[config.mk]
export PLATFORM = sky130hd
export DESIGN_NAME = bitmap_page_allocator
export DESIGN_NICKNAME = d
export VERILOG_FILES = /design/src/rtl/bpa_pkg.sv /design/src/rtl/bitmap_page_allocator.sv
export SDC_FILE = /design/constraint.sdc
export NUM_CORES = 2
export LEC_CHECK = 0
export ABC_AREA = 1
export BUFFER_PORTS_ARGS = -buffer_cell sky130_fd_sc_hd__buf_2
export CAP_MARGIN = 25
export CORE_ASPECT_RATIO = 0.8
export CORE_MARGIN = 4
export CORE_UTILIZATION = 40
export CTS_BUF_LIST = sky130_fd_sc_hd__clkbuf_4
export DETAILED_ROUTE_END_ITERATION = 7
export GPL_TIMING_DRIVEN = 1
export PLACE_DENSITY_LB_ADDON = 0.3
export SYNTH_ARGS = -nofsm -noshare
export SYNTH_HDL_FRONTEND = slang
export SYNTH_SLANG_ARGS = --single-unit
[constraint.sdc]
create_clock -name i_clk -period 9.4 [get_ports i_clk]
set_clock_uncertainty 0.1 [all_clocks]
set_input_delay 0.47 -clock i_clk [delete_from_list [all_inputs] [get_ports i_clk]]
set_output_delay 0.47 -clock i_clk [all_outputs]
set_load 0.01 [all_outputs]
[src/rtl/bpa_pkg.sv]
package bpa_pkg;

    // pool geometry
    localparam int MAX_PAGES  = 1024;
    localparam int PAGE_SHIFT = 12;

    localparam int BMAP_WORDS = (MAX_PAGES + 31) / 32;
    localparam int WORD_AW    = (BMAP_WORDS > 1) ? $clog2(BMAP_WORDS) : 1;
    localparam int PAGE_IW    = $clog2(MAX_PAGES);

    // field widths
    localparam int KIND_W   = 2;
    localparam int COUNT_W  = 11;
    localparam int ADDR_W   = 32;
    localparam int SIZE_W   = 23;
    localparam int STATUS_W = 2;

    localparam int PAGE_CNT_W = $clog2(MAX_PAGES + 1);
    localparam int CNT_W      = (PAGE_CNT_W > COUNT_W) ? PAGE_CNT_W : COUNT_W;

    // configuration port
    localparam int CFG_IDX_W  = 1;
    localparam int CFG_DATA_W = 32;
    localparam logic [CFG_IDX_W-1:0] REG_POOL_BASE  = 1'b0;
    localparam logic [CFG_IDX_W-1:0] REG_POOL_BYTES = 1'b1;

    localparam logic [SIZE_W-1:0] POOL_BYTES_RESET = 23'd4194304;

    // request kinds
    localparam logic [KIND_W-1:0] KIND_ALLOC = 2'd0;
    localparam logic [KIND_W-1:0] KIND_FREE  = 2'd1;
    localparam logic [KIND_W-1:0] KIND_BUMP  = 2'd2;

    // result codes
    localparam logic [STATUS_W-1:0] ST_OK       = 2'd0;
    localparam logic [STATUS_W-1:0] ST_NO_PAGES = 2'd1;
    localparam logic [STATUS_W-1:0] ST_BAD_FREE = 2'd2;
    localparam logic [STATUS_W-1:0] ST_NO_MEM   = 2'd3;

    typedef struct packed {
        logic [KIND_W-1:0]  kind;
        logic [COUNT_W-1:0] page_count;
        logic [ADDR_W-1:0]  free_address;
        logic [SIZE_W-1:0]  byte_size;
    } t_req;

    typedef struct packed {
        logic [STATUS_W-1:0] status;
        logic [ADDR_W-1:0]   result_address;
    } t_rsp;

    typedef enum logic [3:0] {
        S_IDLE,
        S_ALLOC,
        S_ALLOC_CHK,
        S_SCAN,
        S_MARK_RD,
        S_MARK,
        S_FREE_CHK,
        S_FREE_UPD,
        S_BUMP,
        S_BUMP_ADDR,
        S_RESP
    } t_state;

    // n low bits set, n from 0 to 32
    function automatic logic [31:0] low_ones(input logic [5:0] n);
        logic [32:0] t;
        t = (33'd1 << n) - 33'd1;
        return t[31:0];
    endfunction

endpackage

[src/rtl/bitmap_page_allocator.sv]
// Page allocator over a used-page bitmap held in a 32-bit-wide synchronous RAM, one bit per
// page, plus a bump pointer that takes bytes from the top of the pool. One request is in
// work at a time; the next is taken as soon as the previous result is in the output
// register. A page allocation loads the limit, checks the count, scans the bitmap word by
// word (at most ceil(limit/32) words, limit being the page count below the top offset),
// reads the run's first word, read-modify-writes each word the run covers and posts the
// result; a zero or oversized count skips scan and mark. A free checks the address, clears
// the page's bit if the address is good and the page in use, and posts the result; a bump
// allocation lowers the top offset and posts the new address, or posts a failure at once. No
// clearing pass follows reset: per-word valid flags make unwritten words read as free.
module bitmap_page_allocator (
    input  logic                                   i_clk,
    input  logic                                   i_rst_n,
    input  logic                                   i_in_valid,
    output logic                                   o_in_stall,
    input  bpa_pkg::t_req                          i_in,
    output logic                                   o_out_valid,
    input  logic                                   i_out_stall,
    output bpa_pkg::t_rsp                          o_out,
    input  logic                                   i_cfg_we,
    input  logic [bpa_pkg::CFG_IDX_W-1:0]          i_cfg_index,
    input  logic [bpa_pkg::CFG_DATA_W-1:0]         i_cfg_wdata
);

    localparam int CW = bpa_pkg::CNT_W;
    localparam int AW = bpa_pkg::WORD_AW;
    localparam int PW = bpa_pkg::PAGE_IW;

    bpa_pkg::t_state r_state, n_state;
    bpa_pkg::t_req   r_req;
    bpa_pkg::t_rsp   r_out, n_out;
    logic            r_out_valid, n_out_valid;

    logic [31:0]                  r_base;
    logic [bpa_pkg::SIZE_W-1:0]   r_top, n_top;

    // bitmap memory
    logic [31:0]                  mem [bpa_pkg::BMAP_WORDS];
    logic [bpa_pkg::BMAP_WORDS-1:0] r_wvld;
    logic [AW-1:0]                rd_addr;
    logic [31:0]                  r_rdata;
    logic                         r_rvld;
    logic [31:0]                  rword;
    logic                         wr_en;
    logic [AW-1:0]                wr_addr;
    logic [31:0]                  wr_data;

    logic [CW-1:0]   r_limit, n_limit;
    logic [AW-1:0]   r_wi, n_wi;
    logic [CW-1:0]   r_run, n_run;
    logic [PW-1:0]   r_start, n_start;
    logic [PW-1:0]   r_end, n_end;
    logic [AW-1:0]   r_mw, n_mw;
    logic [AW-1:0]   r_ew, n_ew;
    logic            r_bad, n_bad;
    logic [PW-1:0]   r_page, n_page;
    logic [bpa_pkg::STATUS_W-1:0] r_status, n_status;
    logic [31:0]     r_addr, n_addr;

    // scan datapath
    logic [CW:0]     want_w;
    logic [CW:0]     run_w;
    logic [CW:0]     pbase;
    logic [CW:0]     rem;
    logic [31:0]     vmask;
    logic [31:0]     free;
    logic [31:0]     hit;
    logic            found;
    logic [4:0]      first_j;
    logic [4:0]      hz;
    logic            all_free;
    logic [CW:0]     first_p1;
    logic [PW-1:0]   hit_start;
    logic [PW-1:0]   hit_end;
    logic            last_word;
    logic [CW-1:0]   run_nxt;
    logic [PW-1:0]   start_nxt;
    logic [CW-1:0]   lim_calc;
    logic [23:0]     lim_w;

    // mark datapath
    logic [4:0]      mk_lo, mk_hi;
    logic [31:0]     mark_mask;

    // free datapath
    logic [32:0]     pool_end;
    logic [31:0]     offs;
    logic [31:0]     pg_wide;
    logic            free_bad;

    assign rword = r_rvld ? r_rdata : '0;

    assign o_in_stall  = (r_state != bpa_pkg::S_IDLE);
    assign o_out_valid = r_out_valid;
    assign o_out       = r_out;

    // ---------------- scan of one bitmap word ----------------
    assign want_w   = (CW+1)'(r_req.page_count);
    assign run_w    = (CW+1)'(r_run);
    assign pbase    = (CW+1)'(r_wi) << 5;
    assign rem      = (CW+1)'(r_limit) - pbase;
    assign vmask    = (rem >= (CW+1)'(32)) ? '1 : bpa_pkg::low_ones(rem[5:0]);
    assign free     = ~rword & vmask;
    assign all_free = &free;

    always_comb begin
        logic [5:0] jp1;
        logic       big, win, pfx, reach;
        hit = '0;
        for (int j = 0; j < 32; j++) begin
            jp1   = 6'(j + 1);
            big   = (want_w <= (CW+1)'(j + 1));
            win   = &(free | ~(bpa_pkg::low_ones(jp1) &
                               ~bpa_pkg::low_ones(jp1 - want_w[5:0])));
            pfx   = &(free | ~bpa_pkg::low_ones(jp1));
            reach = (run_w + (CW+1)'(j + 1)) >= want_w;
            hit[j] = big ? win : (pfx && reach);
        end
    end

    always_comb begin
        first_j = '0;
        for (int j = 31; j >= 0; j--) begin
            if (hit[j]) begin
                first_j = 5'(j);
            end
        end
        hz = '0;
        for (int j = 0; j < 32; j++) begin
            if (!free[j]) begin
                hz = 5'(j);
            end
        end
    end

    assign found    = |hit;
    assign first_p1 = (CW+1)'(first_j) + (CW+1)'(1);
    // a hit before the window fits in the word continues the run from earlier words
    assign hit_start = (first_p1 < want_w) ? r_start : PW'(pbase + first_p1 - want_w);
    assign hit_end   = PW'(pbase + (CW+1)'(first_j));
    assign last_word = (pbase + (CW+1)'(32)) >= (CW+1)'(r_limit);

    always_comb begin
        if (all_free) begin
            run_nxt   = CW'(run_w + (CW+1)'(32));
            start_nxt = (r_run == '0) ? PW'(pbase) : r_start;
        end else begin
            run_nxt   = CW'(5'd31 - hz);
            start_nxt = PW'(pbase + (CW+1)'(hz) + (CW+1)'(1));
        end
    end

    assign lim_w    = 24'(r_top) >> bpa_pkg::PAGE_SHIFT;
    assign lim_calc = (lim_w > 24'(bpa_pkg::MAX_PAGES)) ? CW'(bpa_pkg::MAX_PAGES) : CW'(lim_w);

    // ---------------- mark mask ----------------
    assign mk_lo = (r_mw == AW'(r_start >> 5)) ? r_start[4:0] : 5'd0;
    assign mk_hi = (r_mw == r_ew) ? r_end[4:0] : 5'd31;
    assign mark_mask = bpa_pkg::low_ones(6'(mk_hi) + 6'd1) & ~bpa_pkg::low_ones(6'(mk_lo));

    // ---------------- free checks ----------------
    assign pool_end = {1'b0, r_base} + 33'(r_top);
    assign offs     = r_req.free_address - r_base;
    assign pg_wide  = offs >> bpa_pkg::PAGE_SHIFT;
    assign free_bad = (r_req.free_address < r_base)
                   || ({1'b0, r_req.free_address} >= pool_end)
                   || (r_req.free_address[bpa_pkg::PAGE_SHIFT-1:0] != '0)
                   || (pg_wide >= 32'(bpa_pkg::MAX_PAGES));

    // ---------------- control ----------------
    always_comb begin
        n_state     = r_state;
        n_limit     = r_limit;
        n_wi        = r_wi;
        n_run       = r_run;
        n_start     = r_start;
        n_end       = r_end;
        n_mw        = r_mw;
        n_ew        = r_ew;
        n_bad       = r_bad;
        n_page      = r_page;
        n_status    = r_status;
        n_addr      = r_addr;
        n_top       = r_top;
        n_out       = r_out;
        n_out_valid = r_out_valid && i_out_stall;
        rd_addr     = '0;
        wr_en       = 1'b0;
        wr_addr     = '0;
        wr_data     = '0;

        case (r_state)
            bpa_pkg::S_IDLE: begin
                if (i_in_valid) begin
                    case (i_in.kind)
                        bpa_pkg::KIND_ALLOC: n_state = bpa_pkg::S_ALLOC;
                        bpa_pkg::KIND_FREE:  n_state = bpa_pkg::S_FREE_CHK;
                        bpa_pkg::KIND_BUMP:  n_state = bpa_pkg::S_BUMP;
                        default: begin
                            n_status = bpa_pkg::ST_OK;
                            n_addr   = '0;
                            n_state  = bpa_pkg::S_RESP;
                        end
                    endcase
                end
            end
            bpa_pkg::S_ALLOC: begin
                n_limit = lim_calc;
                n_state = bpa_pkg::S_ALLOC_CHK;
            end
            bpa_pkg::S_ALLOC_CHK: begin
                if (want_w == '0) begin
                    n_status = bpa_pkg::ST_OK;
                    n_addr   = r_base;
                    n_state  = bpa_pkg::S_RESP;
                end else if (want_w > (CW+1)'(r_limit)) begin
                    n_status = bpa_pkg::ST_NO_PAGES;
                    n_addr   = '0;
                    n_state  = bpa_pkg::S_RESP;
                end else begin
                    rd_addr = '0;
                    n_wi    = '0;
                    n_run   = '0;
                    n_start = '0;
                    n_state = bpa_pkg::S_SCAN;
                end
            end
            bpa_pkg::S_SCAN: begin
                // next word is fetched ahead while this one is examined
                rd_addr = r_wi + AW'(1);
                if (found) begin
                    n_start = hit_start;
                    n_end   = hit_end;
                    n_state = bpa_pkg::S_MARK_RD;
                end else if (last_word) begin
                    n_status = bpa_pkg::ST_NO_PAGES;
                    n_addr   = '0;
                    n_state  = bpa_pkg::S_RESP;
                end else begin
                    n_wi    = r_wi + AW'(1);
                    n_run   = run_nxt;
                    n_start = start_nxt;
                end
            end
            bpa_pkg::S_MARK_RD: begin
                rd_addr = AW'(r_start >> 5);
                n_mw    = AW'(r_start >> 5);
                n_ew    = AW'(r_end >> 5);
                n_state = bpa_pkg::S_MARK;
            end
            bpa_pkg::S_MARK: begin
                wr_en   = 1'b1;
                wr_addr = r_mw;
                wr_data = rword | mark_mask;
                if (r_mw == r_ew) begin
                    n_status = bpa_pkg::ST_OK;
                    n_addr   = r_base + (32'(r_start) << bpa_pkg::PAGE_SHIFT);
                    n_state  = bpa_pkg::S_RESP;
                end else begin
                    rd_addr = r_mw + AW'(1);
                    n_mw    = r_mw + AW'(1);
                end
            end
            bpa_pkg::S_FREE_CHK: begin
                n_bad   = free_bad;
                n_page  = PW'(pg_wide);
                rd_addr = AW'(pg_wide >> 5);
                n_state = bpa_pkg::S_FREE_UPD;
            end
            bpa_pkg::S_FREE_UPD: begin
                n_addr = '0;
                if (!r_bad && rword[r_page[4:0]]) begin
                    wr_en    = 1'b1;
                    wr_addr  = AW'(r_page >> 5);
                    wr_data  = rword & ~(32'd1 << r_page[4:0]);
                    n_status = bpa_pkg::ST_OK;
                end else begin
                    n_status = bpa_pkg::ST_BAD_FREE;
                end
                n_state = bpa_pkg::S_RESP;
            end
            bpa_pkg::S_BUMP: begin
                if (r_req.byte_size > r_top) begin
                    n_status = bpa_pkg::ST_NO_MEM;
                    n_addr   = '0;
                    n_state  = bpa_pkg::S_RESP;
                end else begin
                    n_top   = r_top - r_req.byte_size;
                    n_state = bpa_pkg::S_BUMP_ADDR;
                end
            end
            bpa_pkg::S_BUMP_ADDR: begin
                n_status = bpa_pkg::ST_OK;
                n_addr   = r_base + 32'(r_top);
                n_state  = bpa_pkg::S_RESP;
            end
            bpa_pkg::S_RESP: begin
                if (!r_out_valid || !i_out_stall) begin
                    n_out.status         = r_status;
                    n_out.result_address = r_addr;
                    n_out_valid          = 1'b1;
                    n_state              = bpa_pkg::S_IDLE;
                end
            end
            default: n_state = bpa_pkg::S_IDLE;
        endcase
    end

    always_ff @(posedge i_clk) begin
        if (!i_rst_n) begin
            r_state     <= bpa_pkg::S_IDLE;
            r_out_valid <= 1'b0;
        end else begin
            r_state     <= n_state;
            r_out_valid <= n_out_valid;
        end
    end

    // configuration and top offset
    always_ff @(posedge i_clk) begin
        if (!i_rst_n) begin
            r_base <= '0;
            r_top  <= bpa_pkg::POOL_BYTES_RESET;
        end else if (i_cfg_we) begin
            case (i_cfg_index)
                bpa_pkg::REG_POOL_BASE:  r_base <= i_cfg_wdata;
                bpa_pkg::REG_POOL_BYTES: r_top  <= i_cfg_wdata[bpa_pkg::SIZE_W-1:0];
                default: ;
            endcase
        end else begin
            r_top <= n_top;
        end
    end

    always_ff @(posedge i_clk) begin
        if (i_in_valid && !o_in_stall) begin
            r_req <= i_in;
        end
        r_out    <= n_out;
        r_limit  <= n_limit;
        r_wi     <= n_wi;
        r_run    <= n_run;
        r_start  <= n_start;
        r_end    <= n_end;
        r_mw     <= n_mw;
        r_ew     <= n_ew;
        r_bad    <= n_bad;
        r_page   <= n_page;
        r_status <= n_status;
        r_addr   <= n_addr;
    end

    // bitmap ram: one write port, one registered read port
    always_ff @(posedge i_clk) begin
        if (wr_en) begin
            mem[wr_addr] <= wr_data;
        end
        r_rdata <= mem[rd_addr];
    end

    // words never written read as all free
    always_ff @(posedge i_clk) begin
        if (!i_rst_n) begin
            r_wvld <= '0;
            r_rvld <= 1'b0;
        end else begin
            if (wr_en) begin
                r_wvld[wr_addr] <= 1'b1;
            end
            r_rvld <= r_wvld[rd_addr];
        end
    end

endmodule

==> results.py <==
metrics = {
    "yosys": {
        "seq_area_frac_synth_pct": 42.71,
        "yosys_register_bits": 1351,
        "synth.most_common_cell": "nor2_1",
        "synth_cells": 11640,
        "synthTopCellsByCount": "2403 x nor2_1, 1869 x nand2_1, 1226 x edfxtp_1",
        "netlist_area_mm2": 0.09207,
        "yosys.cell_types.count": 84,
        "synth_warnings": 0,
        "synth.top_cells.by_area": "edfxtp_1 40%, nor2_1 9.8%, nand2_1 7.6%",
        "postSynth.asyncResetShare_pct": 0,
        "yosysTopAreaCell": "edfxtp_1",
        "synth_flop_cell": "edfxtp_1",
        "syn_area_per_cell_um2": 7.907,
        "syn_nets": 12260,
        "synth_top_area_share_pct": 39.99,
        "synth_edf_count": 1226,
    },
    "floorplanning": {
        "initial_core_util_pct": 40.23,
        "ios": 142,
        "rows": 157,
        "dieArea_mm2": 0.2380,
        "die_x_um": 544.4,
        "core-area_mm2": 0.2289,
        "die_y_um": 437.1,
    },
    "power_and_ir_drop": {
        "p_per_area_mw_per_mm2": 275.4,
        "ir_worst_vdd_uv": 227.6,
        "p_leak_nw": 50.16,
    },
    "global_routing": {
        "grtUsageTotal_pct": 34.11,
        "grt_pass1_vias": 89530,
        "antenna_found_initial": 30,
        "grt_start_max_net_pins": 177,
        "overflow": 0,
        "grt_first_pass_wirelength_um": 603900,
    },
    "timing": {
        "finalSetupViolCount": 0,
        "worstMarginPinSlew_ns": 1.117,
        "max_freq_mhz": 112.9,
        "relSlewSlack_pct": 23.61,
        "hold_viol_final": 0,
        "tns_ns": 0,
        "final.min_clock_period_ns": 8.860,
        "period_share_pct": 94.25,
        "slew_violations": 0,
        "rsz0062_at_grt": "false",
    },
    "setup_path": {
        "crit_path_end_kind": "flop",
        "crit_path_top_delay_cell": "fa_1",
        "critPathMaxStageDelay_ns": 0.47,
        "crit_path_start_kind": "flop",
        "reg2reg_from": "r_req[58]",
        "reg2reg_slack_ns": 0.54,
        "crit_fanout": 5,
        "crit_end": "r_start[9]",
        "crit_top_cell": "nand2_1",
        "cp-startpoint": "r_req[58]",
        "critical_path_class": "reg -> reg",
        "worstPathRequired_ns": 10.27,
        "r2r-end": "r_start[9]",
        "cp.arrival_ns": 9.73,
        "r2r_cells": 66,
    },
    "placement": {
        "placed_cells": 15930,
        "portBuffers": 141,
        "dp_hpwl_um": 314600,
        "place_congestion": 1.060,
    },
    "routing": {
        "drt-wirelength-per-cell_um": 25.18,
        "detail_route.first_pass.iterations": 8,
        "drc": 0,
        "drt-initial-drc-count": 13160,
        "ant_nets": 0,
        "vias": 95970,
        "vias_per_cell": 5.728,
        "routed_wl_um": 421900,
    },
    "job": {
        "max_cap_violations": 0,
    },
    "cells_and_area": {
        "n_fill_cell": 21890,
        "multi_input_area_mm2": 0.04700,
        "area_growth_pct": 24.65,
        "final_nets": 14090,
        "stdcell_count": 16750,
        "seqCellArea_mm2": 0.03932,
        "drive_gt1_share_pct": 18.89,
    },
    "clocking": {
        "cts.sinks": 1351,
        "htreeDepth": 5,
        "max-clock-path-buffers": 4,
        "clkTransAtPathRegs_ns": 0.07,
        "cts_buffers": 333,
        "postCtsSetupRepairBufs": 0,
        "clk_latency_ns": 1.28,
        "cts-root-buf": "clkbuf_4",
        "cts_tree": "yes",
    },
    "status": {
        "run_status": "finished, final reports clean",
    },
    "worst_hold_path": {
        "hold_class": "in -> reg",
    },
}
state kept, by name (all words and copies together) (netlist names):
register / cells
r_addr: 32
r_mw: 5
r_page: 10
o_out: 34
r_top: 23
r_start: 10
r_rdata: 32
mem: 1024
r_status: 2
r_rvld: 1
r_state: 4
r_limit: 11
r_req: 66
r_end: 10
o_out_valid: 1
r_wi: 5
r_ew: 5
r_wvld: 32
r_bad: 1
r_base: 32
r_run: 11
worst min path at each step:
stage | startpoint | end | slack, ns | cells after the start
after global placement | r_end[6] | r_ew[1] | 0.30 | 0
after detailed placement | r_addr[20] | o_out[20] | 0.31 | 0
after floorplan | r_addr[0] | o_out[0] | 0.30 | 0
final | i_cfg_wdata[19] | r_top[19] | 0.13 | 4
after global routing | i_cfg_wdata[20] | r_base[20] | 0.07 | 4
after CTS | i_cfg_wdata[17] | r_base[17] | 0.0006 | 4
logic make-up (layout without fill, tap and decap cells):
| family | Yosys count | after routing | share of synthesized area [%] |
|---|---|---|---|
| and+or+nand+nor | 5593 | 5593 | 25.48 |
| AOI/OAI and AO/OA | 2195 | 2195 | 14.49 |
| buffers and inverters | 1652 | 3731 | 6.987 |
| DFF | 1351 | 1351 | 42.71 |
| adders and majority gates | 508 | 508 | 6.969 |
| xor gates and xnor gates | 341 | 341 | 3.346 |
| muxes | 2 | 2 | 0.02175 |
| other | 1 | 12 | 0.004073 |
critical path: cells and delay by family, from the launching register on:
| kind | cells | cell delay, ns |
|---|---|---|
| flip-flops | 1 | 0.37 |
| AND/OR/NAND/NOR | 35 | 3.28 |
| AO/OA/AOI/OAI | 7 | 1.10 |
| XOR/XNOR | 3 | 0.50 |
| buffers and inverters | 16 | 1.81 |
| adder cells (fa/ha/maj) | 5 | 1.44 |
routing by layer:
| metal | share of wire, % | routed length, um | vias up | track usage, % |
|---|---|---|---|---|
| met5 | 0.019 | 80 | - | 0 |
| met4 | 3.0 | 12870 | 12 | 9.261 |
| met3 | 12 | 50290 | 749 | 8.739 |
| met2 | 39 | 165800 | 5314 | 46.87 |
| met1 | 46 | 192900 | 45940 | 52.30 |
| li1 | - | - | 43960 | - |
repair_timing:
item / 4_1_cts / 5_1_grt
hold buffers: 223 / 0
setup endpoints to repair: 0 / 2
gates resized for setup: 0 / 25
endpoints found under the hold margin: 189 / 0
placed cells by master (no fill, tap or decap), types with 68 or more instances in the layout:
| master | count |
|---|---|
| ha_1 | 495 |
| inv_1 | 1131 |
| clkbuf_4 | 498 |
| nor2_1 | 2364 |
| nor2_2 | 68 |
| dlygate4sd3_1 | 223 |
| edfxtp_1 | 1226 |
| o21ai_0 | 866 |
| nor3_1 | 193 |
| nand4_1 | 192 |
| nand2_1 | 1861 |
| clkinv_1 | 77 |
| buf_4 | 1494 |
| o22ai_1 | 96 |
| nand3_1 | 647 |
| dfxtp_1 | 125 |
| a21oi_1 | 505 |
| o32ai_1 | 257 |
| xor2_1 | 281 |
| buf_2 | 141 |
power breakdown:
group | leakage (nW) | internal (mW) | switching, mW | total (mW)
Clock | 2.52 | 2.55 | 2.45 | 5.00
Combinational | 35.8 | 6.94 | 12.4 | 19.3
Sequential | 11.8 | 7.00 | 0.305 | 7.31
Total | 50.2 | 16.5 | 15.1 | 31.6
metrics by stage:
stage          utilization (%)  area, um^2  power, mW  hold slack [ns]  setup slack, ns
2_1_floorplan                -       92070      17.04           0.3003           0.4508
3_3_place_gp             47.06      107700      25.83           0.3042           0.1443
6_report                 50.15      114800      31.61           0.1331           0.5402
3_5_place_dp             47.17      108000      25.94           0.3052           0.4963
5_1_grt                  50.14      114700      33.46          0.07236         0.008968
4_1_cts                  49.99      114400      31.08        0.0006302           0.3483
cell type report:
| type | count | area share [%] |
|---|---|---|
| inverter | 1204 | 3.951 |
| sequential | 1351 | 34.26 |
| clock buffer | 496 | 3.245 |
| timing repair buffer | 1945 | 13.84 |
| clock inverter | 86 | 0.4350 |
| tap | 3021 | 3.294 |
| multi-input combinational | 8640 | 40.95 |
| antenna | 11 | 0.02399 |
Power figures use the tool's default switching activity.
